`src/sv/mmbn_pkg.sv`:
```
// ----------------------------------------------------------------------------
// Min-max block normalizer package
// Shared command codes and fixed sizes of the normalizer.
// ----------------------------------------------------------------------------
package mmbn_pkg;

	localparam int unsigned ValueBits  = 16;
	localparam int unsigned DivSteps   = 17;
	localparam int unsigned QueueDepth = 4;

	typedef enum logic {
		CMD_LOAD   = 1'b0,
		CMD_DENORM = 1'b1
	} cmd_t;

	typedef enum logic [1:0] {
		STAT_OK         = 2'd0,
		STAT_NO_RECORD  = 2'd1,
		STAT_ZERO_RANGE = 2'd2
	} status_t;

endpackage

```
`src/sv/mmbn_ram.sv`:
```
// ----------------------------------------------------------------------------
// Generic RAM
// One write port and one read port with registered read data.
// ----------------------------------------------------------------------------
module mmbn_ram #(
	parameter int unsigned WIDTH = 16,
	parameter int unsigned DEPTH = 64,
	localparam int unsigned AddrBits = (DEPTH > 1) ? $clog2(DEPTH) : 1
) (
	input  logic                clk,
	input  logic                we,
	input  logic [AddrBits-1:0] waddr,
	input  logic [WIDTH-1:0]    wdata,
	input  logic                re,
	input  logic [AddrBits-1:0] raddr,
	output logic [WIDTH-1:0]    rdata
);

	logic [WIDTH-1:0] mem_q [DEPTH];
	logic [WIDTH-1:0] rdata_q;

	always_ff @(posedge clk) begin
		if (we) begin
			mem_q[waddr] <= wdata;
		end
		if (re) begin
			rdata_q <= mem_q[raddr];
		end
	end

	assign rdata = rdata_q;

endmodule

```
`src/sv/mmbn_fifo.sv`:
```
// ----------------------------------------------------------------------------
// Command queue
// Small register queue that decouples the front end from the back end.
// ----------------------------------------------------------------------------
module mmbn_fifo #(
	parameter int unsigned WIDTH = 8,
	parameter int unsigned DEPTH = 4,
	localparam int unsigned PtrBits = (DEPTH > 1) ? $clog2(DEPTH) : 1,
	localparam int unsigned CntBits = $clog2(DEPTH + 1)
) (
	input  logic             clk,
	input  logic             arst_n,
	input  logic             push,
	input  logic [WIDTH-1:0] push_data,
	output logic             full,
	input  logic             pop,
	output logic [WIDTH-1:0] pop_data,
	output logic             empty
);

	localparam logic [PtrBits-1:0] LastPtr = PtrBits'(DEPTH - 1);
	localparam logic [CntBits-1:0] FullCnt = CntBits'(DEPTH);

	logic [WIDTH-1:0]   mem_q [DEPTH];
	logic [PtrBits-1:0] wr_ptr_q, rd_ptr_q;
	logic [CntBits-1:0] count_q;

	assign full     = (count_q == FullCnt);
	assign empty    = (count_q == '0);
	assign pop_data = mem_q[rd_ptr_q];

	always_ff @(posedge clk) begin
		if (push) begin
			mem_q[wr_ptr_q] <= push_data;
		end
	end

	always_ff @(posedge clk or negedge arst_n) begin
		if (!arst_n) begin
			wr_ptr_q <= '0;
			rd_ptr_q <= '0;
			count_q  <= '0;
		end else begin
			if (push) begin
				wr_ptr_q <= (wr_ptr_q == LastPtr) ? '0 : wr_ptr_q + 1'b1;
			end
			if (pop) begin
				rd_ptr_q <= (rd_ptr_q == LastPtr) ? '0 : rd_ptr_q + 1'b1;
			end
			if (push && !pop) begin
				count_q <= count_q + 1'b1;
			end else if (pop && !push) begin
				count_q <= count_q - 1'b1;
			end
		end
	end

	a_no_overflow: assert property (@(posedge clk) disable iff (!arst_n)
		push |-> (!full || pop))
		else $error("Command queue written while full.");

	a_no_underflow: assert property (@(posedge clk) disable iff (!arst_n)
		pop |-> !empty)
		else $error("Command queue read while empty.");

endmodule

```
`src/sv/mmbn_front.sv`:
```
// ----------------------------------------------------------------------------
// Normalizer front end
// Accepts requests, stores samples, tracks the block range and the record,
// and queues run and denormalize commands for the back end.
// ----------------------------------------------------------------------------
module mmbn_front #(
	parameter int unsigned MAX_BLOCK   = 64,
	parameter int unsigned SAMPLE_BITS = 16,
	localparam int unsigned CntBits  = $clog2(MAX_BLOCK + 1),
	localparam int unsigned AddrBits = $clog2(MAX_BLOCK),
	localparam int unsigned TokBits  = 2 + mmbn_pkg::ValueBits + CntBits + 2 * SAMPLE_BITS
) (
	input  logic                             clk,
	input  logic                             arst_n,
	input  logic                             s_tvalid,
	output logic                             s_tready,
	input  logic [mmbn_pkg::ValueBits-1:0]   s_tdata,
	input  logic                             s_tuser,
	input  logic                             s_tlast,
	input  logic                             run_done,
	output logic                             q_push,
	output logic [TokBits-1:0]               q_data,
	input  logic                             q_full,
	output logic                             ram_we,
	output logic [AddrBits-1:0]              ram_waddr,
	output logic [SAMPLE_BITS-1:0]           ram_wdata
);

	import mmbn_pkg::*;

	localparam logic signed [SAMPLE_BITS-1:0] SMax = {1'b0, {(SAMPLE_BITS-1){1'b1}}};
	localparam logic signed [SAMPLE_BITS-1:0] SMin = {1'b1, {(SAMPLE_BITS-1){1'b0}}};
	localparam logic [CntBits-1:0] FullCount = CntBits'(MAX_BLOCK);

	logic [CntBits-1:0]            fill_q;
	logic signed [SAMPLE_BITS-1:0] min_q, max_q;
	logic                          rec_q;
	logic                          run_busy_q;

	logic                          accept, is_denorm, first, has_room;
	logic [ValueBits:0]            value_ext;
	logic signed [SAMPLE_BITS-1:0] x, base_min, base_max, new_min, new_max;
	logic [CntBits-1:0]            new_fill;

	assign s_tready  = !q_full && !run_busy_q;
	assign accept    = s_tvalid && s_tready;
	assign is_denorm = (cmd_t'(s_tuser) == CMD_DENORM);

	assign value_ext = {1'b0, s_tdata};
	assign x         = signed'(SAMPLE_BITS'(value_ext));

	assign first    = (fill_q == '0);
	assign has_room = (fill_q < FullCount);
	assign base_min = first ? x : min_q;
	assign base_max = first ? x : max_q;
	assign new_min  = (has_room && (x < base_min)) ? x : base_min;
	assign new_max  = (has_room && (x > base_max)) ? x : base_max;
	assign new_fill = has_room ? fill_q + 1'b1 : fill_q;

	assign ram_we    = accept && !is_denorm && has_room;
	assign ram_waddr = fill_q[AddrBits-1:0];
	assign ram_wdata = x;

	assign q_push = accept && (is_denorm || s_tlast);
	assign q_data = is_denorm ? {min_q, max_q, CntBits'(0), s_tdata, rec_q, CMD_DENORM}
	                          : {new_min, new_max, new_fill, s_tdata, 1'b1, CMD_LOAD};

	always_ff @(posedge clk or negedge arst_n) begin
		if (!arst_n) begin
			fill_q     <= '0;
			min_q      <= SMax;
			max_q      <= SMin;
			rec_q      <= 1'b0;
			run_busy_q <= 1'b0;
		end else begin
			if (run_done) begin
				run_busy_q <= 1'b0;
			end
			if (accept) begin
				if (is_denorm) begin
					if (s_tlast) begin
						rec_q <= 1'b0;
					end
				end else begin
					min_q <= new_min;
					max_q <= new_max;
					if (s_tlast) begin
						fill_q     <= '0;
						rec_q      <= 1'b1;
						run_busy_q <= 1'b1;
					end else begin
						fill_q <= new_fill;
						if (first) begin
							rec_q <= 1'b0;
						end
					end
				end
			end
		end
	end

	a_busy_empty_block: assert property (@(posedge clk) disable iff (!arst_n)
		run_busy_q |-> (fill_q == '0))
		else $error("Samples held while a block is still being emitted.");

	a_busy_stalls_input: assert property (@(posedge clk) disable iff (!arst_n)
		run_busy_q |-> !s_tready)
		else $error("Input accepted while a block is still being emitted.");

	a_push_has_room: assert property (@(posedge clk) disable iff (!arst_n)
		q_push |-> !q_full)
		else $error("Command pushed into a full queue.");

endmodule

```
`src/sv/mmbn_back.sv`:
```
// ----------------------------------------------------------------------------
// Normalizer back end
// Executes queued commands: emits a closed block through a serial divider,
// or maps one value back through the recorded range (or flags a missing record), into an output register.
// ----------------------------------------------------------------------------
module mmbn_back #(
	parameter int unsigned MAX_BLOCK   = 64,
	parameter int unsigned SAMPLE_BITS = 16,
	localparam int unsigned CntBits  = $clog2(MAX_BLOCK + 1),
	localparam int unsigned AddrBits = $clog2(MAX_BLOCK),
	localparam int unsigned TokBits  = 2 + mmbn_pkg::ValueBits + CntBits + 2 * SAMPLE_BITS
) (
	input  logic                           clk,
	input  logic                           arst_n,
	input  logic                           q_empty,
	output logic                           q_pop,
	input  logic [TokBits-1:0]             q_data,
	output logic                           ram_re,
	output logic [AddrBits-1:0]            ram_raddr,
	input  logic [SAMPLE_BITS-1:0]         ram_rdata,
	output logic                           run_done,
	output logic                           m_tvalid,
	input  logic                           m_tready,
	output logic [mmbn_pkg::ValueBits-1:0] m_tdata,
	output logic [1:0]                     m_tuser,
	output logic                           m_tlast
);

	import mmbn_pkg::*;

	localparam int unsigned ValLsb   = 2;
	localparam int unsigned CntLsb   = ValLsb + ValueBits;
	localparam int unsigned MaxLsb   = CntLsb + CntBits;
	localparam int unsigned MinLsb   = MaxLsb + SAMPLE_BITS;
	localparam int unsigned QBits    = DivSteps;
	localparam int unsigned StepBits = $clog2(DivSteps);
	localparam int unsigned ProdBits = SAMPLE_BITS + ValueBits + 1;
	localparam int unsigned NumBits  = SAMPLE_BITS + ValueBits + 2;
	localparam int unsigned RBits    = SAMPLE_BITS + 2;

	localparam logic signed [SAMPLE_BITS-1:0] SMax = {1'b0, {(SAMPLE_BITS-1){1'b1}}};
	localparam logic signed [SAMPLE_BITS-1:0] SMin = {1'b1, {(SAMPLE_BITS-1){1'b0}}};
	localparam logic [RBits-1:0] LimPos = {3'b000, {(SAMPLE_BITS-1){1'b1}}};
	localparam logic [RBits-1:0] LimNeg = {3'b001, {(SAMPLE_BITS-1){1'b0}}};
	localparam logic [NumBits-1:0] Half = NumBits'(32768);
	localparam logic [StepBits-1:0] FirstStep = StepBits'(DivSteps - 1);

	typedef enum logic [3:0] {
		S_IDLE,
		S_DN_MUL,
		S_DN_ADD,
		S_DN_RND,
		S_DN_SAT,
		S_RD,
		S_LOAD,
		S_DIV,
		S_FIN,
		S_EMIT
	} state_t;

	state_t                        state_q;
	cmd_t                          kind_q;
	logic signed [SAMPLE_BITS-1:0] min_q, max_q;
	logic [SAMPLE_BITS-1:0]        range_q;
	logic [CntBits-1:0]            cnt_q, idx_q;
	logic signed [ValueBits-1:0]   val_q;
	logic signed [ProdBits-1:0]    prod_q;
	logic signed [NumBits-1:0]     num_q;
	logic [RBits-1:0]              r_q;
	logic [SAMPLE_BITS:0]          rem_q, div_q;
	logic [QBits-1:0]              low_q;
	logic [StepBits-1:0]           step_q;
	logic                          neg_q;
	logic [ValueBits-1:0]          res_q;
	status_t                       stat_q;
	logic                          last_q;
	logic                          out_valid_q;
	logic [ValueBits-1:0]          out_data_q;
	status_t                       out_stat_q;
	logic                          out_last_q;

	logic signed [SAMPLE_BITS-1:0]   tok_min, tok_max;
	logic [SAMPLE_BITS:0]            tok_diff;
	logic                            out_free;
	logic                            emit;
	logic signed [SAMPLE_BITS+1:0]   t_w;
	logic [SAMPLE_BITS+1:0]          t_mag;
	logic [SAMPLE_BITS+QBits-1:0]    dvd_w;
	logic [SAMPLE_BITS+1:0]          cand_w, trial_w;
	logic [QBits-1:0]                q_neg;
	logic signed [SAMPLE_BITS:0]     sum_mm;
	logic [NumBits-1:0]              num_mag, num_rnd;
	logic [RBits-1:0]                r_neg;
	logic [SAMPLE_BITS-1:0]          dn_val;

	assign tok_min  = signed'(q_data[MinLsb +: SAMPLE_BITS]);
	assign tok_max  = signed'(q_data[MaxLsb +: SAMPLE_BITS]);
	assign tok_diff = {tok_max[SAMPLE_BITS-1], tok_max} - {tok_min[SAMPLE_BITS-1], tok_min};

	assign out_free  = !out_valid_q || m_tready;
	assign emit      = (state_q == S_EMIT) && out_free;
	assign q_pop     = (state_q == S_IDLE) && !q_empty;
	assign ram_re    = (state_q == S_RD);
	assign ram_raddr = idx_q[AddrBits-1:0];
	assign run_done  = (state_q == S_EMIT) && out_free && (kind_q == CMD_LOAD) && last_q;

	assign t_w   = ((SAMPLE_BITS+2)'(signed'(ram_rdata)) <<< 1)
	             - (SAMPLE_BITS+2)'(max_q) - (SAMPLE_BITS+2)'(min_q);
	assign t_mag = t_w[SAMPLE_BITS+1] ? (SAMPLE_BITS+2)'(0) - t_w : t_w;
	assign dvd_w = {1'b0, t_mag[SAMPLE_BITS-1:0], 16'h0000}
	             + (SAMPLE_BITS+QBits)'(range_q);

	assign cand_w  = {rem_q, low_q[QBits-1]};
	assign trial_w = cand_w - {1'b0, div_q};
	assign q_neg   = QBits'(0) - low_q;

	assign sum_mm  = (SAMPLE_BITS+1)'(max_q) + (SAMPLE_BITS+1)'(min_q);
	assign num_mag = num_q[NumBits-1] ? NumBits'(0) - num_q : num_q;
	assign num_rnd = num_mag + Half;
	assign r_neg   = RBits'(0) - r_q;
	assign dn_val  = neg_q ? r_neg[SAMPLE_BITS-1:0] : r_q[SAMPLE_BITS-1:0];

	always_ff @(posedge clk or negedge arst_n) begin
		if (!arst_n) begin
			state_q     <= S_IDLE;
			kind_q      <= CMD_LOAD;
			min_q       <= '0;
			max_q       <= '0;
			range_q     <= '0;
			cnt_q       <= '0;
			idx_q       <= '0;
			val_q       <= '0;
			prod_q      <= '0;
			num_q       <= '0;
			r_q         <= '0;
			rem_q       <= '0;
			div_q       <= '0;
			low_q       <= '0;
			step_q      <= '0;
			neg_q       <= 1'b0;
			res_q       <= '0;
			stat_q      <= STAT_OK;
			last_q      <= 1'b0;
			out_valid_q <= 1'b0;
			out_data_q  <= '0;
			out_stat_q  <= STAT_OK;
			out_last_q  <= 1'b0;
		end else begin
			if (emit) begin
				out_valid_q <= 1'b1;
			end else if (m_tready) begin
				out_valid_q <= 1'b0;
			end
			unique case (state_q)
				S_IDLE: begin
					if (!q_empty) begin
						kind_q  <= cmd_t'(q_data[0]);
						min_q   <= tok_min;
						max_q   <= tok_max;
						range_q <= tok_diff[SAMPLE_BITS-1:0];
						cnt_q   <= q_data[CntLsb +: CntBits];
						val_q   <= signed'(q_data[ValLsb +: ValueBits]);
						idx_q   <= '0;
						if (cmd_t'(q_data[0]) == CMD_LOAD) begin
							state_q <= S_RD;
						end else if (!q_data[1]) begin
							res_q   <= '0;
							stat_q  <= STAT_NO_RECORD;
							last_q  <= 1'b1;
							state_q <= S_EMIT;
						end else begin
							state_q <= S_DN_MUL;
						end
					end
				end
				S_DN_MUL: begin
					prod_q  <= ProdBits'(val_q) * ProdBits'(signed'({1'b0, range_q}));
					state_q <= S_DN_ADD;
				end
				S_DN_ADD: begin
					num_q   <= NumBits'(prod_q) + (NumBits'(sum_mm) <<< 15);
					state_q <= S_DN_RND;
				end
				S_DN_RND: begin
					r_q     <= num_rnd[NumBits-1:16];
					neg_q   <= num_q[NumBits-1];
					state_q <= S_DN_SAT;
				end
				S_DN_SAT: begin
					if (!neg_q && (r_q > LimPos)) begin
						res_q <= ValueBits'(SMax);
					end else if (neg_q && (r_q > LimNeg)) begin
						res_q <= ValueBits'(SMin);
					end else begin
						res_q <= ValueBits'(signed'(dn_val));
					end
					stat_q  <= STAT_OK;
					last_q  <= 1'b1;
					state_q <= S_EMIT;
				end
				S_RD: begin
					state_q <= S_LOAD;
				end
				S_LOAD: begin
					last_q <= (idx_q == cnt_q - 1'b1);
					neg_q  <= t_w[SAMPLE_BITS+1];
					rem_q  <= {1'b0, dvd_w[SAMPLE_BITS+QBits-1:QBits]};
					low_q  <= dvd_w[QBits-1:0];
					div_q  <= {range_q, 1'b0};
					step_q <= FirstStep;
					if (range_q == '0) begin
						res_q   <= '0;
						stat_q  <= STAT_ZERO_RANGE;
						state_q <= S_EMIT;
					end else begin
						stat_q  <= STAT_OK;
						state_q <= S_DIV;
					end
				end
				S_DIV: begin
					if (!trial_w[SAMPLE_BITS+1]) begin
						rem_q <= trial_w[SAMPLE_BITS:0];
						low_q <= {low_q[QBits-2:0], 1'b1};
					end else begin
						rem_q <= cand_w[SAMPLE_BITS:0];
						low_q <= {low_q[QBits-2:0], 1'b0};
					end
					step_q <= step_q - 1'b1;
					if (step_q == '0) begin
						state_q <= S_FIN;
					end
				end
				S_FIN: begin
					if (neg_q) begin
						res_q <= q_neg[ValueBits-1:0];
					end else if (low_q[QBits-1:ValueBits-1] != '0) begin
						res_q <= ValueBits'(SMax >>> (SAMPLE_BITS - 1)) ^ 16'h8000 ^ 16'hFFFF;
					end else begin
						res_q <= low_q[ValueBits-1:0];
					end
					state_q <= S_EMIT;
				end
				S_EMIT: begin
					if (out_free) begin
						out_data_q  <= res_q;
						out_stat_q  <= stat_q;
						out_last_q  <= last_q;
						if ((kind_q == CMD_LOAD) && !last_q) begin
							idx_q   <= idx_q + 1'b1;
							state_q <= S_RD;
						end else begin
							state_q <= S_IDLE;
						end
					end
				end
				default: begin
					state_q <= S_IDLE;
				end
			endcase
		end
	end

	assign m_tvalid = out_valid_q;
	assign m_tdata  = out_data_q;
	assign m_tuser  = out_stat_q;
	assign m_tlast  = out_last_q;

	a_zero_range_zero: assert property (@(posedge clk) disable iff (!arst_n)
		(m_tvalid && (m_tuser == STAT_ZERO_RANGE)) |-> (m_tdata == '0))
		else $error("Zero-range result carries a nonzero value.");

	a_no_record_single: assert property (@(posedge clk) disable iff (!arst_n)
		(m_tvalid && (m_tuser == STAT_NO_RECORD)) |-> (m_tlast && (m_tdata == '0)))
		else $error("Missing-record result is not a single zero result.");

	a_divisor_nonzero: assert property (@(posedge clk) disable iff (!arst_n)
		(state_q == S_DIV) |-> (div_q != '0))
		else $error("Divider running with a zero divisor.");

endmodule

```
`src/sv/min_max_block_normalizer.sv`:
```
// ----------------------------------------------------------------------------
// Min-max block normalizer
// Maps a block of signed samples to Q1.15 in [-1,1] by its minimum and
// maximum, and maps Q1.15 values back through the recorded range.
// ----------------------------------------------------------------------------
//  Channel  Direction  Request fields
//  s_*      in         tdata: value; tuser: command; tlast: last
//  m_*      out        tdata: result; tuser: status; tlast: end_of_run
//
// Requests are taken one per cycle unless the input stalls; loads go to the
// sample memory, and closing loads and denormalize requests enter a four-entry
// command queue. Each normalized sample passes through the back end as one
// sample-memory read, a setup step, 17 steps of the serial divider, a sign and
// saturation step and a write into the output register; a zero-range sample
// skips the divider. A denormalize request leaves the queue and then passes
// through multiply, add, round and saturate steps. The input stalls from the
// last load of a block until its final result is placed in the output
// register, or while the queue is full. Reset needs no clearing pass; the
// sample memory is only read where the open block wrote it.
// ----------------------------------------------------------------------------
module min_max_block_normalizer #(
	parameter int unsigned MAX_BLOCK   = 64,
	parameter int unsigned SAMPLE_BITS = 16
) (
	input  logic                           clk,
	input  logic                           arst_n,
	input  logic                           s_tvalid,
	output logic                           s_tready,
	input  logic [mmbn_pkg::ValueBits-1:0] s_tdata,  // value
	input  logic                           s_tuser,  // command
	input  logic                           s_tlast,
	output logic                           m_tvalid,
	input  logic                           m_tready,
	output logic [mmbn_pkg::ValueBits-1:0] m_tdata,  // result
	output logic [1:0]                     m_tuser,  // status
	output logic                           m_tlast
);

	import mmbn_pkg::*;

	localparam int unsigned CntBits  = $clog2(MAX_BLOCK + 1);
	localparam int unsigned AddrBits = $clog2(MAX_BLOCK);
	localparam int unsigned TokBits  = 2 + ValueBits + CntBits + 2 * SAMPLE_BITS;

	logic                   q_push, q_full, q_pop, q_empty;
	logic [TokBits-1:0]     q_push_data, q_pop_data;
	logic                   ram_we, ram_re;
	logic [AddrBits-1:0]    ram_waddr, ram_raddr;
	logic [SAMPLE_BITS-1:0] ram_wdata, ram_rdata;
	logic                   run_done;

	mmbn_front #(
		.MAX_BLOCK   (MAX_BLOCK),
		.SAMPLE_BITS (SAMPLE_BITS)
	) u_front (
		.clk       (clk),
		.arst_n    (arst_n),
		.s_tvalid  (s_tvalid),
		.s_tready  (s_tready),
		.s_tdata   (s_tdata),
		.s_tuser   (s_tuser),
		.s_tlast   (s_tlast),
		.run_done  (run_done),
		.q_push    (q_push),
		.q_data    (q_push_data),
		.q_full    (q_full),
		.ram_we    (ram_we),
		.ram_waddr (ram_waddr),
		.ram_wdata (ram_wdata)
	);

	mmbn_fifo #(
		.WIDTH (TokBits),
		.DEPTH (QueueDepth)
	) u_queue (
		.clk       (clk),
		.arst_n    (arst_n),
		.push      (q_push),
		.push_data (q_push_data),
		.full      (q_full),
		.pop       (q_pop),
		.pop_data  (q_pop_data),
		.empty     (q_empty)
	);

	mmbn_ram #(
		.WIDTH (SAMPLE_BITS),
		.DEPTH (MAX_BLOCK)
	) u_samples (
		.clk   (clk),
		.we    (ram_we),
		.waddr (ram_waddr),
		.wdata (ram_wdata),
		.re    (ram_re),
		.raddr (ram_raddr),
		.rdata (ram_rdata)
	);

	mmbn_back #(
		.MAX_BLOCK   (MAX_BLOCK),
		.SAMPLE_BITS (SAMPLE_BITS)
	) u_back (
		.clk       (clk),
		.arst_n    (arst_n),
		.q_empty   (q_empty),
		.q_pop     (q_pop),
		.q_data    (q_pop_data),
		.ram_re    (ram_re),
		.ram_raddr (ram_raddr),
		.ram_rdata (ram_rdata),
		.run_done  (run_done),
		.m_tvalid  (m_tvalid),
		.m_tready  (m_tready),
		.m_tdata   (m_tdata),
		.m_tuser   (m_tuser),
		.m_tlast   (m_tlast)
	);

endmodule
```
`config.mk`:
```
export PLATFORM = sky130hd
export DESIGN_NAME = min_max_block_normalizer
export DESIGN_NICKNAME = d
export VERILOG_FILES = /design/src/sv/mmbn_pkg.sv /design/src/sv/mmbn_ram.sv /design/src/sv/mmbn_fifo.sv /design/src/sv/mmbn_front.sv /design/src/sv/mmbn_back.sv /design/src/sv/min_max_block_normalizer.sv
export SDC_FILE = /design/constraint.sdc
export NUM_CORES = 2
export LEC_CHECK = 0
export BUFFER_PORTS_ARGS = -buffer_cell sky130_fd_sc_hd__buf_2
export CORE_ASPECT_RATIO = 0.7
export CORE_MARGIN = 3
export CORE_UTILIZATION = 30
export CTS_CLUSTER_SIZE = 8
export DETAILED_ROUTE_END_ITERATION = 8
export SYNTH_ARGS = -nofsm -noshare
export SYNTH_HDL_FRONTEND = slang
export SYNTH_SLANG_ARGS = --single-unit
```
`constraint.sdc`:
```
create_clock -name clk -period 8.7 [get_ports clk]
set_input_delay 0.87 -clock clk [delete_from_list [all_inputs] [get_ports clk]]
set_output_delay 0.87 -clock clk [all_outputs]
set_load 0.005 [all_outputs]
```
* After elaboration in Yosys (flattened, before gate mapping)
Memory sizes are Yosys's and may differ from the RTL's. A register that Yosys moved wholly into a read port is not among the register bits.
Cells that the tools add are included.
** Storage, ports and cells
- Bits in registers :: 311
- Bits in writable memories :: 1252
- Input port bits :: 22
- Output and inout bits :: 21
- Logic and storage cells :: 197
- Memories :: 2
** Memory list
- u_samples.mem_q :: depth 64, bits a word 16, read ports 1, clocked after memory_dff 1, write ports 1, RTL line mmbn_ram.sv:19 : logic [WIDTH-1:0] mem_q [DEPTH];
- u_queue.mem_q :: depth 4, bits a word 57, read ports 1, clocked after memory_dff 0, write ports 1, RTL line mmbn_fifo.sv:24 : logic [WIDTH-1:0] mem_q [DEPTH];
** Cells by class
- Add/subtract/negate cells :: 20
- $mul :: 1
- $lt $le $gt $ge :: 5
- Eq/ne operators :: 21
- Mux-type cells :: 64
- Bitwise operators :: 3
- Reduce and logical (&&, ||, !) cells :: 50
** Operators by type and width (number)
- $mux 16 :: 14
- $pmux 17 s2 :: 2
- $pmux 16 s4 :: 1
- $mux 57 :: 1
- $sub 1x16->16 const A :: 3
- $pmux 4 s9 :: 1
- $mux 7 :: 5
- $add 33x32->34 :: 1
- $add 34x16->34 const B :: 1
- $mux 34 :: 1
- $sub 1x34->34 const A :: 1
- $add 32x16->33 :: 1
- $mul 16x17->33 :: 1
- $mux 4 :: 6
- $gt 18x15->1 const B :: 1
- $gt 18x16->1 const B :: 1
- $mux 1 :: 18
- $sub 17x16->18 :: 1
- $sub 18x16->18 :: 1
- $sub 18x17->18 :: 1
- $add 16x16->17 :: 1
- $mux 17 :: 1
- $eq 4x3->1 const B :: 4
- $gt 16x16->1 :: 1
- 41 further kinds :: 95

* Depth between registers and ports, before layout
- Depth after elaboration :: 9
- Mapped depth :: 25

* Hierarchy
Synthesis repeated with hierarchy kept, for this count alone.
** Unflattened totals
- Cells, all modules :: 5503
- Area, all modules :: 78551.6 µm²
** By module, submodules not included
- mmbn_ram :: instances 1, cells each 1829, area an instance 40202.3 µm², seq. area each 31230.0 µm²
- mmbn_back :: instances 1, cells each 2993, area an instance 26082.5 µm², seq. area each 6581.3 µm²
- mmbn_fifo :: instances 1, cells each 335, area an instance 8649.5 µm², seq. area each 7021.7 µm²
- mmbn_front :: instances 1, cells each 346, area an instance 3617.2 µm², seq. area each 1046.0 µm²

* Least setup slack after synthesis
No wires, ideal clock.
- Path type :: register to register
- From :: register u_back.range_q[10]
- To :: register u_back.prod_q[32]
- Setup time :: 0.133 ns
- Arrival time :: 6.202 ns
- Slack :: 2.365 ns
- Stages on the path, launching flop included :: 24
- Buffers on the path :: 2
- Cells stage by stage :: dfrtp_1 -> clkbuf_1 -> clkbuf_1 -> nand2_1 -> fa_1 -> fa_1 -> fa_1 -> fa_1 -> inv_1 -> fa_1 -> inv_1 -> fa_1 -> inv_1 -> ha_1 -> o21ai_0 -> a21oi_1 -> o41ai_1 -> a21oi_1 -> a311oi_1 -> o21bai_1 -> a211o_1 -> a31o_2 -> xnor2_1 -> o21ai_0
** Between the ends
- Cells in the longest elaborated chain, start to end :: 1
** RTL lines
- from (decl) :: RTL line mmbn_back.sv:64 : logic [SAMPLE_BITS-1:0] range_q;
- from (signal assigned) :: RTL line mmbn_back.sv:160 : range_q <= tok_diff[SAMPLE_BITS-1:0];
- $mul 16x17->33 :: RTL line mmbn_back.sv:177 : prod_q <= ProdBits'(val_q) * ProdBits'(signed'({1'b0, range_q}));
- to (signal assigned) :: RTL line mmbn_back.sv:177
- to (decl) :: RTL line mmbn_back.sv:67 : logic signed [ProdBits-1:0] prod_q;
No other way between the ends.
A chain may end at the register's enable or synchronous reset.

* Worst setup path in the final report
- From :: register u_back.range_q[3]
- To :: register u_back.prod_q[32]
The elaborated chain is that of the path after synthesis.

==> metrics.md <==
| Metric | Value |
|---|---|
| Status | complete, no violations |
| CP Max Fanout | 20 |
| Tcrit/Tclk final | 0.831 |
| Worst-Margin Slew | 1180 ps |
| Sequential area share after synthesis | 0.599 |
| Post-synth EDFFs | ~1300 |
| Endpoints failing hold | 0 |
| First-pass GRT wire length | 297000 microns |
| Largest net degree at the start of global routing | 156 |
| Reg clk slew, reported paths | 50 ps |
| Die width | 610 microns |
| Slowest CP cell | dfrtp_1 |
| Critical path class | flop to flop |
| Syn Nets | 5548 |
| Drt drc | 0 |
| GP Congestion | approximately 0.84 |
| Post-Syn Instances | approximately 5000 |
| Max H-tree Level | 4 |
| Drt first pass iters | 5 |
| Remaining global-route overflow | 0 |
| Initial DRC count | about 4900 |
| Row cnt | about 150 |
| Longest Clk Path Bufs | 4 |
| PortBufs | 42 |
| Setup_tns | 0 ps |
| Kind of start point of the critical path | flop |
| Routed WL per cell | ~23 microns |
| Post-synth ARST share | 0.197 |
| Vias in the first global route | 43765 |
| Highest clock rate | around 0.14 GHz |
| Yosys warns | 0 |
| #FFs+latches synth | between 1500 and 2000 |
| Worst hold path class | input pin to flop |
| CTS Buf Count | 224 |
| Rel. slew slack | 0.213 |
| Max stage delay on crit path | 1120 ps |
| Core area | 0.253 sq mm |
| Syn Area/Cell | 15.2 sq um |
| Synth unique cells | 78 |
| Initial Utilization | 0.303 |
| CTS tree | yes |
| Clock sinks | 1579 |
| Worst EP arrival | 7860 ps |
| Syn Std Cell Area | between 0.07 and 0.08 sq mm |
| Number of antenna violations at the first check in global routing | 10 |
| Layout cell share with drive strength beyond 1 | 0.187 |
| Dominant synthesized flop cell | edfxtp_1 |
| Final #Nets | around 5700 |
| WP data required | 9330 ps |
| GRT Total Usage | 0.151 |
| Full die area | 0.261 sq mm |
| Worst hold slack | 387 ps |
| Final Max Slew Viols | 0 |
| Antenna violation net count after detailed routing | 0 |
| CP Capture Type | flop |
| HPWL after DPL | 129000 microns |
| Die Ht | between 400 and 500 microns |
| FILL cells | ~24000 |
| Vias per cell | just over 5 |
| Post-Route WL | 200000 microns |
| Clock latency on the worst-skew pair | between 800 and 900 ps |
| IO Pins | 43 |
| Final setup violating endpoints | 0 |
| RSZ-0062 raised after global routing | no |
| Routed vias | 43963 |
| Minimum clock period | 7230 ps |
| Crit path cell chain | nand2_1 > fa_1 > inv_1 > ha_1 > inv_1 > fa_1 > fa_1 > inv_1 > fa_1 > inv_1 > fa_1 > inv_1 > ha_1 > o21ai_0 > a21oi_1 > o41ai_1 > a21oi_1 > a311oi_1 > o21bai_1 > a211o_1 > a31o_2 > xnor2_1 > o21ai_0 |
| Root buffer cell | clkbuf_16 |
| Max-cap violations | 0 |
| Area grow syn2layout | 14.0% |
| Clk_skew | around 100 ps |
| Post_cts resized | 0 |
Yosys cell counts, drive strengths merged, types with 7 or more instances:
library cell,count,share of area
clkbuf,192,0.0094
nand2,459,0.023
o22ai,11,0.00090
a221o,13,0.0017
mux2i,62,0.0081
mux2,116,0.017
nor2b,18,0.0015
o31a,10,0.0011
o31ai,19,0.0019
edfxtp,1268,0.50
a211o,8,0.00092
o21bai,12,0.0012
a22oi,10,0.00098
a31oi,18,0.0015
o211ai,14,0.0014
and2,123,0.010
a211oi,14,0.0014
o21a,22,0.0022
and3,14,0.0011
nand4,19,0.0016
o21ai,233,0.015
nor4,17,0.0014
inv,381,0.019
xnor2,105,0.012
mux4,393,0.12
ha,266,0.043
a21o,31,0.0030
buf,55,0.0027
dfstp,16,0.0055
fa,215,0.056
nor3b,7,0.00069
nor2,201,0.0099
or3,23,0.0019
nor3,55,0.0036
nand3,40,0.0026
nand2b,25,0.0020
or4,9,0.0010
xor2,55,0.0063
a311oi,7,0.00080
dfrtp,295,0.096
a21oi,110,0.0072
logic make-up after synthesis:
kind of cell | Yosys count | share of synthesized area
AND/OR/NAND/NOR | 1031 | 0.0621
AO/OA/AOI/OAI | 595 | 0.0488
buffers and inverters | 628 | 0.0308
XOR/XNOR | 160 | 0.0183
multiplexers | 571 | 0.141
flip-flops | 1579 | 0.599
adder cells (fa/ha/maj) | 481 | 0.0997
flip-flops by register name, indices dropped and copies added, names as in the netlist, 3 cells and up:
signal	flops
u_back.cnt_q	7
u_back.div_q	16
u_back.idx_q	7
u_back.low_q	17
u_back.m_tdata	16
u_back.max_q	16
u_back.min_q	16
u_back.num_q	34
u_back.prod_q	33
u_back.r_q	18
u_back.range_q	16
u_back.rem_q	17
u_back.res_q	16
u_back.state_q	4
u_back.step_q	5
u_back.val_q	16
u_front.fill_q	7
u_front.max_q	16
u_front.min_q	16
u_queue.count_q	3
u_queue.mem_q	228
u_samples.mem_q	1024
u_samples.rdata	16
layer usage:
layer	GRT usage	part of all wire	vias to the layer above
met5	0	0	-
met2	0.206	0.41	1778
met3	0.0315	0.089	233
li1	-	-	19056
met4	0.0335	0.020	0
met1	0.241	0.48	22896
layout by cell type (no fill, tap or decap), types with 21 or more instances in the layout:
cell	count
a21o_1	31
a21oi_1	110
and2_1	119
buf_2	41
buf_4	123
clkbuf_1	86
clkbuf_16	228
dfrtp_1	288
edfxtp_1	1268
fa_1	215
ha_1	266
inv_1	380
mux2_2	116
mux2i_1	62
mux4_2	393
nand2_1	457
nand2b_1	25
nand3_1	40
nor2_1	179
nor2_2	21
nor3_1	52
o21a_1	22
o21ai_0	222
or3_1	22
xnor2_1	105
xor2_1	55
per-stage QoR:
step / worst slack [ps] / instances / instance area (sq um) / utilization
detailed placement: 1610 / 8321 / 81100 / 0.321
floorplan: 2360 / 5045 / 76500 / -
global placement: 1630 / 8321 / 81100 / 0.321
finish: 1470 / 8646 / 87300 / 0.346
global route: 1030 / 8644 / 87300 / 0.346
CTS: 1530 / 8643 / 87300 / 0.345
timing repair:
item,in CTS,in global routing
hold buffers,1,0
hold endpoints to repair,25,0
endpoints found under the setup margin,0,0
setup buffers,0,0
layout make-up:
type | instances | area (sq um) | share of cell area
diodes | 3 | 7.51 | 0.0000860
clock buffers | 317 | 6070 | 0.0695
clock inverters | 4 | 60.1 | 0.000688
inverters | 381 | 1430 | 0.0164
multi-input cells | 2838 | 28400 | 0.325
flip-flops and latches | 1579 | 45900 | 0.526
well taps | 3354 | 4200 | 0.0481
repair buffers | 170 | 1230 | 0.0141
worst max-delay path: cells and delay by family, from the launching register on:
kind	cells	cell delay, ps
buffers and inverters	5	300
adder cells (fa/ha/maj)	7	3030
AND/OR/NAND/NOR	1	190
flip-flops	1	1120
XOR/XNOR	1	110
AO/OA/AOI/OAI	9	2300
worst paths after layout:
check | startpoint | slack (ps) | end | depth (start not counted)
min in group asynchronous | arst_n | 580 | u_back.m_tdata[9] | 2
worst min register to register | u_back.prod_q[5] | 480 | u_back.prod_q[5] | 2
worst max register to register | u_back.range_q[3] | 1470 | u_back.prod_q[32] | 23
worst min-delay path | s_tdata[0] | 390 | u_samples.mem_q[22][0] | 1
worst max-delay path | u_back.range_q[3] | 1470 | u_back.prod_q[32] | 23
max in group asynchronous | arst_n | 6050 | u_queue.rd_ptr_q[0] | 4
Power is not shown: default switching activity piles up to over one toggle a cycle in this logic, so the estimate is an artifact.
